<file path="config.mk">
export PLATFORM = sky130hd
export DESIGN_NAME = lzrle_resq
export DESIGN_NICKNAME = d
export VERILOG_FILES = /design/src/lzrle_pkg.sv /design/src/lzrle_resq.sv
export SDC_FILE = /design/constraint.sdc
export NUM_CORES = 1
export LEC_CHECK = 0
export ABC_AREA = 1
export BUFFER_PORTS_ARGS = -buffer_cell sky130_fd_sc_hd__buf_2
export CAP_MARGIN = 40
export CORE_MARGIN = 1
export CORE_UTILIZATION = 45
export DETAILED_ROUTE_END_ITERATION = 6
export PLACE_DENSITY = 0.71
export SETUP_SLACK_MARGIN = 0.05
export SLEW_MARGIN = 20
export SYNTH_ARGS = -nofsm -noshare
export SYNTH_HDL_FRONTEND = slang
export SYNTH_SLANG_ARGS = --single-unit
</file>
<file path="constraint.sdc">
create_clock -name clk -period 1.45 [get_ports clk]
set_input_delay 0.145 -clock clk [delete_from_list [all_inputs] [get_ports clk]]
set_output_delay 0.145 -clock clk [all_outputs]
set_load 0.03 [all_outputs]
</file>
<file path="src/lzrle_pkg.sv">
`timescale 1ns / 1ps
// ----------------------------------------------------------------------------
// LZ/RLE decompressor package
// Shared types, codes and helpers for the LZ/RLE byte decompressor.
// ----------------------------------------------------------------------------
package lzrle_pkg;

  // Field and state widths fixed by the stream format.
  localparam int BYTE_W = 8;
  localparam int ACT_W  = 2;
  localparam int LEN_W  = 11;
  localparam int CPW    = 18;

  localparam logic [BYTE_W-1:0] END_BYTE = 8'hFF;

  // Action codes carried on the input channel.
  localparam logic [ACT_W-1:0] ACT_PUSH    = 2'd0;
  localparam logic [ACT_W-1:0] ACT_PULL    = 2'd1;
  localparam logic [ACT_W-1:0] ACT_RESTART = 2'd2;

  // Command kinds held in the top three bits of an opcode.
  localparam logic [2:0] KIND_LITERAL   = 3'd0;
  localparam logic [2:0] KIND_BYTE_FILL = 3'd1;
  localparam logic [2:0] KIND_WORD_FILL = 3'd2;
  localparam logic [2:0] KIND_INC_FILL  = 3'd3;
  localparam logic [2:0] KIND_FWD_COPY  = 3'd4;
  localparam logic [2:0] KIND_REV_COPY  = 3'd5;
  localparam logic [2:0] KIND_BACK_COPY = 3'd6;
  localparam logic [2:0] KIND_LONG      = 3'd7;

  // Result status codes.
  typedef enum logic [2:0] {
    ST_ACCEPT = 3'd0,
    ST_BYTE   = 3'd1,
    ST_NEED   = 3'd2,
    ST_ENDED  = 3'd3,
    ST_BADOP  = 3'd4,
    ST_BADREF = 3'd5,
    ST_REJECT = 3'd6
  } status_t;

  // Operation after classification by the front end.
  typedef enum logic [1:0] {
    OP_PUSH    = 2'd0,
    OP_PULL    = 2'd1,
    OP_RESTART = 2'd2,
    OP_INVALID = 2'd3
  } op_t;

  // A classified input beat. The opcode fields only matter when the
  // decoder is waiting for an opcode.
  typedef struct packed {
    op_t              op;
    logic [BYTE_W-1:0] data;
    logic             end_mark;
    logic             long_form;
    logic [2:0]       kind;
    logic [LEN_W-1:0] len;
  } cmd_t;

  // One result beat.
  typedef struct packed {
    status_t           status;
    logic [BYTE_W-1:0] data;
  } res_t;

  // Mirror the bit order of a byte.
  function automatic logic [BYTE_W-1:0] flip_bits(input logic [BYTE_W-1:0] v);
    logic [BYTE_W-1:0] r;
    for (int i = 0; i < BYTE_W; i++) begin
      r[BYTE_W-1-i] = v[i];
    end
    return r;
  endfunction

endpackage

</file>
<file path="src/lzrle_resq.sv">
`timescale 1ns / 1ps
// ----------------------------------------------------------------------------
// LZ/RLE result queue
// Two-entry queue that holds result beats until the consumer pops them.
// ----------------------------------------------------------------------------
module lzrle_resq
  import lzrle_pkg::*;
(
  input  logic clk,
  input  logic rst_n,
  input  logic res_push,
  input  res_t res,
  output logic res_full,
  input  logic pop,
  output logic empty,
  output res_t head
);

  localparam int QDEPTH = 2;

  res_t       q_r [QDEPTH];
  logic [1:0] cnt_r, cnt_nxt;
  logic       wr_ptr_r, wr_ptr_nxt;
  logic       rd_ptr_r, rd_ptr_nxt;
  logic       do_wr;
  logic       do_rd;

  assign res_full = (cnt_r == 2'(QDEPTH));
  assign empty    = (cnt_r == 2'd0);
  assign head     = q_r[rd_ptr_r];
  assign do_wr    = res_push && !res_full;
  assign do_rd    = pop && !empty;

  // Pointers and fill count.
  always_comb begin
    wr_ptr_nxt = do_wr ? ~wr_ptr_r : wr_ptr_r;
    rd_ptr_nxt = do_rd ? ~rd_ptr_r : rd_ptr_r;
    cnt_nxt    = cnt_r + 2'(do_wr) - 2'(do_rd);
  end

  always_ff @(posedge clk) begin
    if (!rst_n) begin
      cnt_r    <= '0;
      wr_ptr_r <= 1'b0;
      rd_ptr_r <= 1'b0;
    end else begin
      cnt_r    <= cnt_nxt;
      wr_ptr_r <= wr_ptr_nxt;
      rd_ptr_r <= rd_ptr_nxt;
    end
  end

  // Storage.
  always_ff @(posedge clk) begin
    if (do_wr) begin
      q_r[wr_ptr_r] <= res;
    end
  end

endmodule

</file>
* Word-level counts from Yosys, hierarchy flattened
Memories as Yosys holds them, arrays and structs flattened. A register that Yosys moved wholly into a read port is not among the register bits.
Index checks and enable logic that the tools add are counted.
** Storage, ports and cells
- Memories kept :: 1
- Bits in writable memories :: 22
- Register bits after elaboration :: 4
** Operators by class
- Muxes and demuxes :: 4
- Reduce and logical (&&, ||, !) cells :: 5
- Bitwise operators :: 2
- Eq/ne operators :: 1
- Add/sub/neg operators :: 2
** Memories
- q_r :: words 2, width 11, read ports 1, clocked after Yosys merged registers in 1, write ports 1, line lzrle_resq.sv:21 : res_t q_r [QDEPTH];
** Operators with widths (number)
- 1-bit two-way mux :: 4
- 2-bit by 1-bit adder with 2-bit output :: 1
- 2-bit equality test, second input constant :: 1
- 1-bit logical AND :: 2
- 1-bit zero test :: 2
- 2-bit zero test :: 1
- 1-bit NOT :: 2
- 2-bit by 1-bit subtractor with 2-bit output :: 1

* Longest topological paths before layout
- Word-level depth :: 5
- Depth in mapped cells :: 11
- Gate-level depth less buffers :: 11

* Least setup slack after synthesis
No wires, ideal clock.
- Path kind :: register to register
- Start :: reg cnt_r[1]
- End :: reg cnt_r[1]
- Path buffers :: 0
- Clock period less this slack :: 1751 ps
- Required time :: 1335 ps
- Path slack :: -301 ps
- Arrival time :: 1636 ps
- Cell stages (with the launch flop) :: 10
- Path through :: dfxtp_1 > nor2_1 > nor2_1 > ha_1 > inv_1 > ha_1 > inv_1 > nand2_1 > a21oi_1 > nor2_1
** On the way
- Elaborated cells on any way between the ends :: 8
- Classes of those cells :: add/sub: 2; eq/ne: 1; reduce/logical: 5
** RTL lines
- start: declaration :: line lzrle_resq.sv:22 : logic [1:0] cnt_r, cnt_nxt;
- start signal: assignment :: line lzrle_resq.sv:47 : cnt_r <= cnt_nxt;
- 2-bit zero test :: line lzrle_resq.sv:29 : assign empty = (cnt_r == 2'd0);
- net empty :: line lzrle_resq.sv:15 : output logic empty,
- 1-bit zero test :: line lzrle_resq.sv:32 : assign do_rd = pop && !empty;
- 1-bit logical AND :: line lzrle_resq.sv:32
- net do_rd :: line lzrle_resq.sv:26 : logic do_rd;
- 2-bit by 1-bit subtractor with 2-bit output :: line lzrle_resq.sv:38 : cnt_nxt = cnt_r + 2'(do_wr) - 2'(do_rd);
The timed path passes the listed nets, and every way through them passes these cells.
A chain may end at the register's enable or synchronous reset.

==> results.json <==
{
  "status": "completed",
  "drc": 0,
  "dieHeight_microns": 51.02,
  "synthCells": 72,
  "routed_via_density": 4.599,
  "p_leak_nw": 0.6821,
  "switching_share": 0.3480,
  "setup_slack_ns": 0.02194,
  "insertedDiodeCount": 0,
  "path_clk_slew_ns": 0.13,
  "yosysUniqueCellTypes": 11,
  "path_buf_inv": 2,
  "multiInputGateArea_sq_um": 327.8,
  "fin_skew_ns": 0.001400,
  "yosysSeqAreaShare": 0.7037,
  "clock.fmax_mhz": 700.3,
  "row_count": 17,
  "grt_pass1_vias": 593,
  "placed_area_sq_um": 1325,
  "cap_viol_max_count": 0,
  "fin_crit_ns": 1.428,
  "syn_nets": 89,
  "regArea_sq_um": 772.0,
  "wl_microns": 1767,
  "cts_tree": "done",
  "slowest_delay_ns": 0.39,
  "slowest_stage": "dfxtp_4",
  "path_cells": "buf_12 > mux2_4 > buf_6",
  "seqPwrFrac": 0.411,
  "final.setup.tns_ns": 0,
  "p_clk_frac": 0.112,
  "internal-power_mw": 1.763,
  "hold-worst-slack_ns": 0.02148,
  "cp.arrival_ns": 1.28,
  "grt_antenna_before_repair": 0,
  "yosysTopAreaCellShare": 0.6111,
  "rsz0062_at_grt": "yes",
  "power_density_nw_per_um2": 1685,
  "syn_area_sq_um": 1081,
  "vias": 676,
  "finalHoldViolations": 0,
  "hp-class": "primary input to register",
  "grt_pass1_wl_microns": 2463,
  "yosysWarnings": 0,
  "period_share": 0.9849,
  "fin_area_sq_um": 1605,
  "grtUsageTotal": 0.1316,
  "critPathKind": "register to output port",
  "final_cell_mix": "22 x edfxtp_1, 17 x buf_2, 11 x buf_6, 10 x mux2_4, 9 x dlygate4sd3_1",
  "path_max_fanout": 8,
  "clock-root-buffer": "clkbuf_4",
  "final_common_cell": "edfxtp_1",
  "pin_count": 28,
  "p_sw_mw": 0.9410,
  "cp-start-kind": "register",
  "design.final.nets": 137,
  "slew_headroom": 0.8922,
  "htreeDepth": 1,
  "syn_to_final_growth_pct": 48.50,
  "hpwlAfterDp_microns": 1104,
  "cts.sinks": 27,
  "drive_gt1_frac": 0.5126,
  "grt_remaining_overflow": 0,
  "detail_route.first_pass.iterations": 4,
  "core_area_sq_um": 2233,
  "synth_seq_cells": 27,
  "fill_cells": 150,
  "cts_buffers": 3,
  "detail_route.wl_per_cell_microns": 12.02,
  "dp_cells": 131,
  "synth.avg_cell_area_sq_um": 15.01,
  "vdd_drop_max_mv": 1.336,
  "fin_cells": 147,
  "die_w_microns": 51.02,
  "ant_nets": 0,
  "gp_congestion": 0.5722,
  "grt_max_degree": 16,
  "clk_path_buf_depth": 2,
  "finalMaxSlewViolations": 0,
  "p_comb_frac": 0.477,
  "drt_iter0_drc": 8,
  "port_buffers": 27,
  "worstSetupEndpointType": "output port",
  "worst_pin_slew_ns": 0.1613,
  "finish.utilization": 0.7188,
  "place_ws_ns": -0.09233,
  "power_mw": 2.704,
  "synth_top_area_cell": "edfxtp_1",
  "path_delay_family": "flip-flops",
  "setup_viol": 0,
  "synthTopCellsByArea": "edfxtp_1 61%, mux2_4 14%, dfxtp_1 9.3%, inv_1 3.1%, nand2_1 3.1%",
  "die_area_sq_um": 2603,
  "required_ns": 1.31,
  "initial_core_util": 0.4840,
  "clk_latency_ns": 0.31
}
[metal layers]
layer	wire length, microns	share of wire	global-route usage
met5	0	0	0
met2	1025	0.58	0.2500
met1	664	0.38	0.1398
met4	0	0	0.04167
met3	77	0.044	0.03274
[power groups by stage]
stage	Sequential [mW]	Combinational [mW]	Clock [mW]
6_report	1.11	1.29	0.302
3_5_place_dp	1.10	0.993	0
2_1_floorplan	1.07	0.718	0
3_3_place_gp	1.09	0.976	0
5_1_grt	1.12	1.38	0.351
4_1_cts	1.10	1.18	0.318
[final cells by class]
cell class                 instances  share of cell area
clock inverter                     1            0.003118
multi-input combinational         35              0.2042
sequential                        27              0.4809
tap                               28             0.02182
timing repair buffer              44              0.2533
clock buffer                       3             0.01403
inverter                           9             0.02260
[kinds of logic (layout without fill, tap and decap cells)]
family,count (synthesis),count (layout),share of synthesized area
AO/OA/AOI/OAI,2,2,0.009260
multiplexers,11,11,0.1493
adder cells (fa/ha/maj),2,2,0.02314
flip-flops,27,27,0.7037
AND/OR/NAND/NOR,20,20,0.07291
buffers and inverters,10,57,0.04166
[state kept, by name, summed over array words and instances, names as in the netlist, named ones only]
name / cells
q_r: 22
cnt_r: 2
rd_ptr_r: 1
wr_ptr_r: 1
[synthesized netlist by cell type (all sizes together)]
cell type / number
mux2: 11
buf: 1
nand3: 3
a21oi: 2
dfxtp: 5
nor2: 8
inv: 9
nand2: 9
ha: 2
edfxtp: 22
[repair_timing]
action                                  4_1_cts  5_1_grt
resized for setup                            32        6
hold buffers                                  0        9
pin swaps                                     6        4
endpoints found under the setup margin       13       22
gates cloned                                  0        1
buffers inserted                              2        1
endpoints found under the hold margin         0       17
[worst paths after layout]
path	from	to	slack (ns)	depth (start not counted)
worst min-delay path	res[9]	q_r[1][9]$_DFFE_PP_	0.02	1
worst min register to register	rd_ptr_r$_SDFFE_PN0P_	rd_ptr_r$_SDFFE_PN0P_	0.53	2
worst max register to register	cnt_r[0]$_SDFF_PN0_	cnt_r[1]$_SDFF_PN0_	0.05	10
worst max-delay path	register	head[6]	0.02	3
No activity file was read; power rests on OpenSTA's default activity.
