[config.mk]
export PLATFORM = sky130hd
export DESIGN_NAME = lzrle_front
export DESIGN_NICKNAME = d
export VERILOG_FILES = /design/src/lzrle_pkg.sv /design/src/lzrle_front.sv
export SDC_FILE = /design/constraint.sdc
export NUM_CORES = 1
export LEC_CHECK = 0
export BUFFER_PORTS_ARGS = -buffer_cell sky130_fd_sc_hd__buf_4
export CORE_MARGIN = 2
export CORE_UTILIZATION = 41
export DETAILED_ROUTE_END_ITERATION = 10
export PLACE_DENSITY = 0.65
export SLEW_MARGIN = 10
export SYNTH_ARGS = -nofsm -noshare
export SYNTH_HDL_FRONTEND = slang
export SYNTH_SLANG_ARGS = --single-unit
[constraint.sdc]
create_clock -name clk -period 4.85 [get_ports clk]
set_input_delay 1.2125 -clock clk [delete_from_list [all_inputs] [get_ports clk]]
set_output_delay 1.2125 -clock clk [all_outputs]
set_load 0.05 [all_outputs]
[src/lzrle_pkg.sv]
`timescale 1ns / 1ps
// ----------------------------------------------------------------------------
// LZ/RLE decompressor package
// Shared types, codes and helpers for the LZ/RLE byte decompressor.
// ----------------------------------------------------------------------------
package lzrle_pkg;

  // Field and state widths fixed by the stream format.
  localparam int BYTE_W = 8;
  localparam int ACT_W  = 2;
  localparam int LEN_W  = 11;
  localparam int CPW    = 18;

  localparam logic [BYTE_W-1:0] END_BYTE = 8'hFF;

  // Action codes carried on the input channel.
  localparam logic [ACT_W-1:0] ACT_PUSH    = 2'd0;
  localparam logic [ACT_W-1:0] ACT_PULL    = 2'd1;
  localparam logic [ACT_W-1:0] ACT_RESTART = 2'd2;

  // Command kinds held in the top three bits of an opcode.
  localparam logic [2:0] KIND_LITERAL   = 3'd0;
  localparam logic [2:0] KIND_BYTE_FILL = 3'd1;
  localparam logic [2:0] KIND_WORD_FILL = 3'd2;
  localparam logic [2:0] KIND_INC_FILL  = 3'd3;
  localparam logic [2:0] KIND_FWD_COPY  = 3'd4;
  localparam logic [2:0] KIND_REV_COPY  = 3'd5;
  localparam logic [2:0] KIND_BACK_COPY = 3'd6;
  localparam logic [2:0] KIND_LONG      = 3'd7;

  // Result status codes.
  typedef enum logic [2:0] {
    ST_ACCEPT = 3'd0,
    ST_BYTE   = 3'd1,
    ST_NEED   = 3'd2,
    ST_ENDED  = 3'd3,
    ST_BADOP  = 3'd4,
    ST_BADREF = 3'd5,
    ST_REJECT = 3'd6
  } status_t;

  // Operation after classification by the front end.
  typedef enum logic [1:0] {
    OP_PUSH    = 2'd0,
    OP_PULL    = 2'd1,
    OP_RESTART = 2'd2,
    OP_INVALID = 2'd3
  } op_t;

  // A classified input beat. The opcode fields only matter when the
  // decoder is waiting for an opcode.
  typedef struct packed {
    op_t              op;
    logic [BYTE_W-1:0] data;
    logic             end_mark;
    logic             long_form;
    logic [2:0]       kind;
    logic [LEN_W-1:0] len;
  } cmd_t;

  // One result beat.
  typedef struct packed {
    status_t           status;
    logic [BYTE_W-1:0] data;
  } res_t;

  // Mirror the bit order of a byte.
  function automatic logic [BYTE_W-1:0] flip_bits(input logic [BYTE_W-1:0] v);
    logic [BYTE_W-1:0] r;
    for (int i = 0; i < BYTE_W; i++) begin
      r[BYTE_W-1-i] = v[i];
    end
    return r;
  endfunction

endpackage

[src/lzrle_front.sv]
`timescale 1ns / 1ps
// ----------------------------------------------------------------------------
// LZ/RLE front end
// Accepts input beats, classifies action and opcode fields, and holds them
// in a two-entry queue ahead of the decode engine.
// ----------------------------------------------------------------------------
module lzrle_front
  import lzrle_pkg::*;
(
  input  logic              clk,
  input  logic              rst_n,
  input  logic              push,
  output logic              full,
  input  logic [ACT_W-1:0]  in_action,
  input  logic [BYTE_W-1:0] in_byte,
  output cmd_t              cmd,
  output logic              cmd_valid,
  input  logic              cmd_pop
);

  localparam int QDEPTH = 2;

  cmd_t       q_r [QDEPTH];
  logic [1:0] cnt_r, cnt_nxt;
  logic       wr_ptr_r, wr_ptr_nxt;
  logic       rd_ptr_r, rd_ptr_nxt;
  cmd_t       cls;
  logic       do_wr;
  logic       do_rd;

  // Classify the incoming beat.
  always_comb begin
    cls           = '0;
    cls.data      = in_byte;
    cls.end_mark  = (in_byte == END_BYTE);
    cls.long_form = (in_byte[7:5] == KIND_LONG);
    unique case (in_action)
      ACT_PUSH:    cls.op = OP_PUSH;
      ACT_PULL:    cls.op = OP_PULL;
      ACT_RESTART: cls.op = OP_RESTART;
      default:     cls.op = OP_INVALID;
    endcase
    if (cls.long_form) begin
      cls.kind = in_byte[4:2];
      cls.len  = {1'b0, in_byte[1:0], 8'h00};
    end else begin
      cls.kind = in_byte[7:5];
      cls.len  = LEN_W'(in_byte[4:0]) + LEN_W'(1);
    end
  end

  assign full      = (cnt_r == 2'(QDEPTH));
  assign cmd_valid = (cnt_r != 2'd0);
  assign cmd       = q_r[rd_ptr_r];
  assign do_wr     = push && !full;
  assign do_rd     = cmd_pop && cmd_valid;

  // Queue pointers and fill count.
  always_comb begin
    wr_ptr_nxt = do_wr ? ~wr_ptr_r : wr_ptr_r;
    rd_ptr_nxt = do_rd ? ~rd_ptr_r : rd_ptr_r;
    cnt_nxt    = cnt_r + 2'(do_wr) - 2'(do_rd);
  end

  always_ff @(posedge clk) begin
    if (!rst_n) begin
      cnt_r    <= '0;
      wr_ptr_r <= 1'b0;
      rd_ptr_r <= 1'b0;
    end else begin
      cnt_r    <= cnt_nxt;
      wr_ptr_r <= wr_ptr_nxt;
      rd_ptr_r <= rd_ptr_nxt;
    end
  end

  // Queue storage.
  always_ff @(posedge clk) begin
    if (do_wr) begin
      q_r[wr_ptr_r] <= cls;
    end
  end

endmodule

* Word level (Yosys, flattened, before mapping)
Memory sizes are Yosys's and may differ from the RTL's. A register that Yosys moved wholly into a read port is not among the register bits.
Cells that the tools add are included.
** Word-level totals
- Register bits :: 4
- RAM bits :: 52
- Output and inout port bits :: 28
- Logic and storage cells :: 25
- Memories :: 1
** Memories
- q_r :: words 2, width 26, read ports 1, clocked after Yosys merged registers in 1, write ports 1, RTL line lzrle_front.sv:23 : cmd_t q_r [QDEPTH];
** Operators by class
- Add/sub/neg operators :: 3
- Eq/ne operators :: 5
- Multiplexer cells :: 6
- Bitwise gates (word level) :: 2
- Reductions and logical operators :: 5
** Operators by type and width (count)
- $mux 14 :: 1
- $eq 8x8->1 const B :: 1
- $add 5x1->6 const B :: 1
- $pmux 2 s3 :: 1
- $eq 2x2->1 const B :: 2
- $mux 1 :: 4
- $eq 3x3->1 const B :: 1
- $add 2x1->2 :: 1
- $eq 2x1->1 const B :: 1
- $logic_and 1x1->1 :: 2
- $logic_not 2->1 :: 1
- $not 1->1 :: 2
- $reduce_bool 2->1 :: 1
- $sub 2x1->2 :: 1
- $logic_not 1->1 :: 1

* Longest topological paths before layout
Gate-level depths: netlist of run 1.
- Depth in word-level cells :: 5
- Depth in mapped cells :: 8
- Gate-level depth less buffers :: 8

* Worst setup path after synthesis of run 1
Ideal clock, no wire load.
- Kind :: input -> register
- Start point :: input push
- End point :: memory q_r[0][0] (netlist name) (enable)
- Setup time :: 403 ps
- Data arrival time :: 2290 ps
- Slack :: 2158 ps
- Stages :: 2
- Cell sequence :: nand2_1 nor2_1
** Between the ends
- Longest elaborated chain between the ends :: 3
** RTL lines
- from (decl) :: RTL line lzrle_front.sv:12 : input logic push,
- $logic_and 1x1->1 :: RTL line lzrle_front.sv:55 : assign do_wr = push && !full;
- $mux 1 :: RTL line lzrle_front.sv:79 : if (do_wr) begin
- $mux 1 (implied by the code) :: RTL line lzrle_front.sv:80 : q_r[wr_ptr_r] <= cls;
- to (decl) :: RTL line lzrle_front.sv:23
No other way between the ends.

==> results of run 1 <==
==> worst max-delay path by stage <==
stage                endpoint  slack (ps)  startpoint
floorplan           q_r[0][0]        2160        push
global placement       cmd[1]        2010   flip-flop
detailed placement     cmd[1]        1990   flip-flop
CTS                    cmd[1]        1640   flip-flop
global route          cmd[23]        1560   flip-flop
finish                 cmd[1]        1730   flip-flop
==> per-layer routing <==
metal / track usage / vias up / routed length (um)
met5: 0 / - / 0
met4: 0.0624 / 0 / 46
met3: 0.0516 / 5 / 154
met2: 0.210 / 23 / 1620
met1: 0.160 / 523 / 1490
li1: - / 536 / -
==> registers in the layout, summed over array words and instances, names as in the netlist, named ones only <==
register,cells
q_r,46
cnt_r,2
rd_ptr_r,1
wr_ptr_r,1
==> critical path, cell delays in order (launching register included) <==
cell and delay (ps):
dfxtp_1 990, mux2_2 430, buf_4 190
==> stage by stage <==
step	setup WS [ps]	hold slack, ps
2_1_floorplan	2160	455
3_3_place_gp	2010	480
3_5_place_dp	1990	500
4_1_cts	1640	514
5_1_grt	1560	570
6_report	1730	539
==> logic make-up after synthesis <==
family                     share of synthesized area
DFF                                            0.710
and+or+nand+nor                               0.0690
muxes                                          0.129
buffers and inverters                         0.0324
xor gates and xnor gates                      0.0252
AOI/OAI and AO/OA                             0.0144
adders and majority gates                     0.0180
other                                        0.00180
==> power breakdown <==
part           internal (mW)  switching (mW)
sequential             0.557          0.0434
clock                 0.0986           0.130
combinational          0.189           0.353
total                  0.845           0.527
==> placed cells by master, fill, tap and decap left out, types with 3 or more instances in the layout <==
master | Yosys | final
ha_1 | 3 | 3
o21a_1 | 4 | 4
nand2_1 | 5 | 5
nor2b_1 | 3 | 3
buf_4 | 4 | 38
conb_1 | 1 | 3
and3_1 | 4 | 4
edfxtp_1 | 46 | 46
nor2_1 | 6 | 5
xnor2_1 | 4 | 4
clkbuf_8 | 0 | 5
mux2_2 | 23 | 23
nand3_1 | 3 | 3
dfxtp_1 | 5 | 5
and2_1 | 4 | 4
==> layout make-up <==
cell class | count | area, sq um | area share
inverters | 2 | 7.51 | 0.00302
flip-flops and latches | 51 | 1480 | 0.595
repair buffers | 38 | 285 | 0.115
clock buffers | 6 | 72.6 | 0.0291
clock inverters | 2 | 7.51 | 0.00302
multi-input cells | 68 | 552 | 0.222
well taps | 67 | 83.8 | 0.0337
==> out/qor.yml, run 1 <==
outcome:
  status: "complete, no violations"
setup_path:
  end_kind: "primary output"
  crit_arrival_ps: 1900
  worstPathRequired_ps: 3640
  rr_worst_depth: 2
  path_class: "flip-flop to primary output"
  critPathLaunchType: "flip-flop"
  crit_fanout: 23
  reg2reg_slack_ps: 3000
  rr_startpoint: "cnt_r[0]"
  reg2reg_to: "q_r[1][2]"
min_path:
  min_path_cells: 2
  min_to: "wr_ptr_r"
  holdCritStartpoint: "wr_ptr_r"
  holdCritPathClass: "flip-flop to flip-flop"
clock_network:
  cts_hold_buf: 0
  post_cts_buffers: 0
  clk_pin_slew_worst_paths_ps: 80
  cts_num_sinks: 51
  cts_buffers: 5
  htree_levels: 2
  clockBufferDepth: 2
  ctsResizeCount: 0
  cts-root-buf: "clkbuf_8"
  cts_tree: "built"
  clock_latency_ps: 300
place:
  post-place-cells: 226
  routabilityCongestion: 0.703
  dpl_cell_area_sq_um: 2400
  dpl.hpwl_um: 2150
  io_buffers: 38
yosys:
  synth-main-ff-cell: "edfxtp_1"
  syn_avg_cell_area_sq_um: 16.4
  ys_types: 21
  synth_common_cells: "edfxtp_1, mux2_2, nor2_1"
  seq_area_frac_synth: 0.710
  syn-instance-count: 127
  synth_edf_count: 46
  syn_area_sq_um: 2090
  synthArstFlopShare: 0
  ys_ff_latch: 51
  yosys.area.top_type_share: 0.662
  yosysMostFrequentCell: "edfxtp_1"
  yosys.area.top_type: "edfxtp_1"
  synth_top_cells_by_area: "edfxtp_1, mux2_2, dfxtp_1, ha_1, xnor2_1"
  yosys_warnings: 0
route:
  drtAntennaViolNets: 0
  drtPass1Iterations: 4
  route.detailed.drc: 0
  drtIter0Drc: 79
  viasPerCell: 4.65
  wirelength_um: 3310
  routed-via-count: 1087
  wire_per_inst_um: 14.2
power_and_ir_drop:
  total_power_mw: 1.37
  leakagePower_nw: 0.941
  vdd_drop_max_uv: 336
  p_per_area_nw_per_um2: 551
global_routing:
  grt.overflow.total: 0
  antenna_found_initial: 0
  grt_pass1_vias: 1157
  grt_max_degree: 24
  grt_usage: 0.133
  grt_pass1_wl_um: 5420
layout:
  final_cell_count_no_fill: 234
  finalNetCount: 183
  insertedDiodeCount: 0
  fin_util: 0.517
  area_growth_pct: 19.4
  fin_area_sq_um: 2490
  final_layout_size_suffix_gt1_frac: 0.407
  fillCellCount: 450
die:
  die_w_um: 75.3
  rows: 25
  start_util: 0.433
  die-area_sq_um: 5670
  boundaryPins: 42
  core_area_sq_um: 4820
  die_y_um: 75.3
sta:
  fin_crit_ps: 3120
  rsz0062_at_grt: "false"
  skew_ps: 4.07
  slew_viol_final: 0
  worstMarginPinSlew_ps: 1120
  fmax_ghz: 0.321
  setup-tns-final_ps: 0
  hold_violations: 0
  slew_headroom: 0.254
  setup_viol: 0
  period_share: 0.643
flow_run:
  cap_violations: 0
Note: power is estimated with default switching activity, not from simulation.
==> inputs of run 2 (changes only) <==
==> constraint.sdc (replaced) <==
create_clock -name clk -period 3.17 [get_ports clk]
set_input_delay 0.7925 -clock clk [delete_from_list [all_inputs] [get_ports clk]]
set_output_delay 0.7925 -clock clk [all_outputs]
set_load 0.05 [all_outputs]
==> run 2 against run 1 <==
Effect of this change:
- sequential share of layout area decreased by 0.42 points
- clock power increased by 51%
- worst setup slack got worse by 850 ps
- critical endpoint is now cmd[15]
- largest cell class unchanged
- combinational power increased by 63%
- final cell count increased by 1.3%
- first-iteration DRC count decreased by 22%
- count of clock-buffer cells in the layout increased by 2
- register-to-register slack got worse by 1600 ps
- die area unchanged
- flip-flop and latch count unchanged
- global-route usage increased by 0.87 points
- final area increased by 0.70%
==> out/qor.yml, run 2 (synthesis gave the netlist of run 1 again) <==
setup_path:
  path_class: "flip-flop to primary output"
  crit_fanout: 23  # unchanged
  worstPathRequired_ps: 2380  # -1260 ps
  rr_startpoint: "cnt_r[0]"
  end_kind: "primary output"
  crit_arrival_ps: 1500  # -400 ps
  critPathLaunchType: "flip-flop"
clock_network:
  cts-root-buf: "clkbuf_8"
  clk_pin_slew_worst_paths_ps: 80  # about the same
  clockBufferDepth: 2  # unchanged
  ctsResizeCount: 0  # unchanged
  cts_buffers: 5  # unchanged
  htree_levels: 2  # unchanged
  clock_latency_ps: 290  # about the same
  cts_hold_buf: 0  # unchanged
  post_cts_buffers: 0  # unchanged
  cts_tree: "built"
  cts_num_sinks: 51  # unchanged
route:
  drtPass1Iterations: 4  # unchanged
  routed-via-count: 1113  # +2.4%
  drtIter0Drc: 62  # -22%
  drtAntennaViolNets: 0  # unchanged
  wire_per_inst_um: 15.1  # +6.4%
  route.detailed.drc: 0  # unchanged
  viasPerCell: 4.70  # +1.1%
  wirelength_um: 3570  # +7.8%
layout:
  layout_commonest_cell: "edfxtp_1"
  largestRegisters: "q_r x46, cnt_r x2"
  final_layout_size_suffix_gt1_frac: 0.418  # +0.0105
  top_register: "q_r"
  fin_area_sq_um: 2510  # +0.70%
  final_cell_count_no_fill: 237  # +1.3%
  largest_reg_flops: 46  # unchanged
  insertedDiodeCount: 0  # unchanged
  finalNetCount: 186  # +1.6%
  area_growth_pct: 20.2
  fin_util: 0.521  # +0.00364
  mostFrequentLayoutCells: "edfxtp_1, buf_4, mux2_2"
die:
  die_y_um: 75.3  # unchanged
  boundaryPins: 42  # unchanged
  start_util: 0.433  # unchanged
  die-area_sq_um: 5670  # unchanged
  rows: 25  # unchanged
  core_area_sq_um: 4820  # unchanged
  die_w_um: 75.3  # unchanged
place:
  routabilityCongestion: 0.721  # +2.6%
  dpl_cell_area_sq_um: 2430  # +0.94%
  dpl.hpwl_um: 2390  # +11%
  post-place-cells: 229  # +1.3%
  dp_slack_ps: 1090  # -897 ps
  io_buffers: 38  # unchanged
sta:
  rsz0062_at_grt: "false"
  slew_viol_final: 0  # unchanged
  fin_hold_ws_ps: 537  # -2.10 ps
  fin_crit_ps: 2290
  setup-tns-final_ps: 0  # unchanged
  setup_viol: 0  # unchanged
  period_share: 0.722
  skew_ps: 6.27  # +2.20 ps
  setup_slack_ps: 882  # -850 ps
  hold_violations: 0  # unchanged
  fmax_ghz: 0.437
global_routing:
  grt_pass1_vias: 1188  # +2.7%
  grt_usage: 0.141  # +0.00871
  antenna_found_initial: 0  # unchanged
  grt_max_degree: 24  # unchanged
  grt_pass1_wl_um: 5820  # +7.4%
  grt.overflow.total: 0  # unchanged
flow_run:
  cap_violations: 0  # unchanged
outcome:
  status: "complete, no violations"
power_and_ir_drop:
  vdd_drop_max_uv: 472  # +40%
  p_per_area_nw_per_um2: 842  # +53%
  leakagePower_nw: 0.955  # +1.5%
  total_power_mw: 2.11  # +54%
min_path:
  holdCritStartpoint: "wr_ptr_r"
  holdCritPathClass: "flip-flop to flip-flop"
## run 2: final cells by class
| class | instances | area, sq um |
|---|---|---|
| clock buffer | 8 | 80.1 |
| inverter | 2 | 7.51 |
| timing repair buffer | 41 | 308 |
| fill | 432 | 2310 |
| multi-input combinational | 68 | 547 |
| tap | 67 | 83.8 |
| sequential | 51 | 1480 |
## run 2: metal layers
layer / wire, um / part of all wire / GRT usage / vias to the layer above
met3: 166 / 0.046 / 0.0423 / 6
met5: 0 / 0 / 0 / -
li1: - / - / - / 538
met4: 51 / 0.014 / 0.0487 / 0
met2: 1950 / 0.54 / 0.248 / 25
met1: 1410 / 0.39 / 0.165 / 544
## run 2: final timing paths
| kind | end | slack, ps | cells after the start |
|---|---|---|---|
| min | wr_ptr_r | 540 | 2 |
| max reg2reg | cnt_r[1] | 1390 | 8 |
| max | cmd[15] | 880 | 3 |
| min reg2reg | wr_ptr_r | 540 | 2 |
## run 2: critical path, stage by stage (launching register included)
cell and delay [ps]:
dfxtp_1 320, buf_4 300, mux2_2 390, buf_4 190
## run 2: report_power, final
group	total, mW	leakage, nW	internal, mW	switching [mW]
sequential	0.883	0.476	0.850	0.0331
clock	0.345	0.0395	0.157	0.188
combinational	0.883	0.440	0.298	0.585
total	2.11	0.955	1.31	0.806
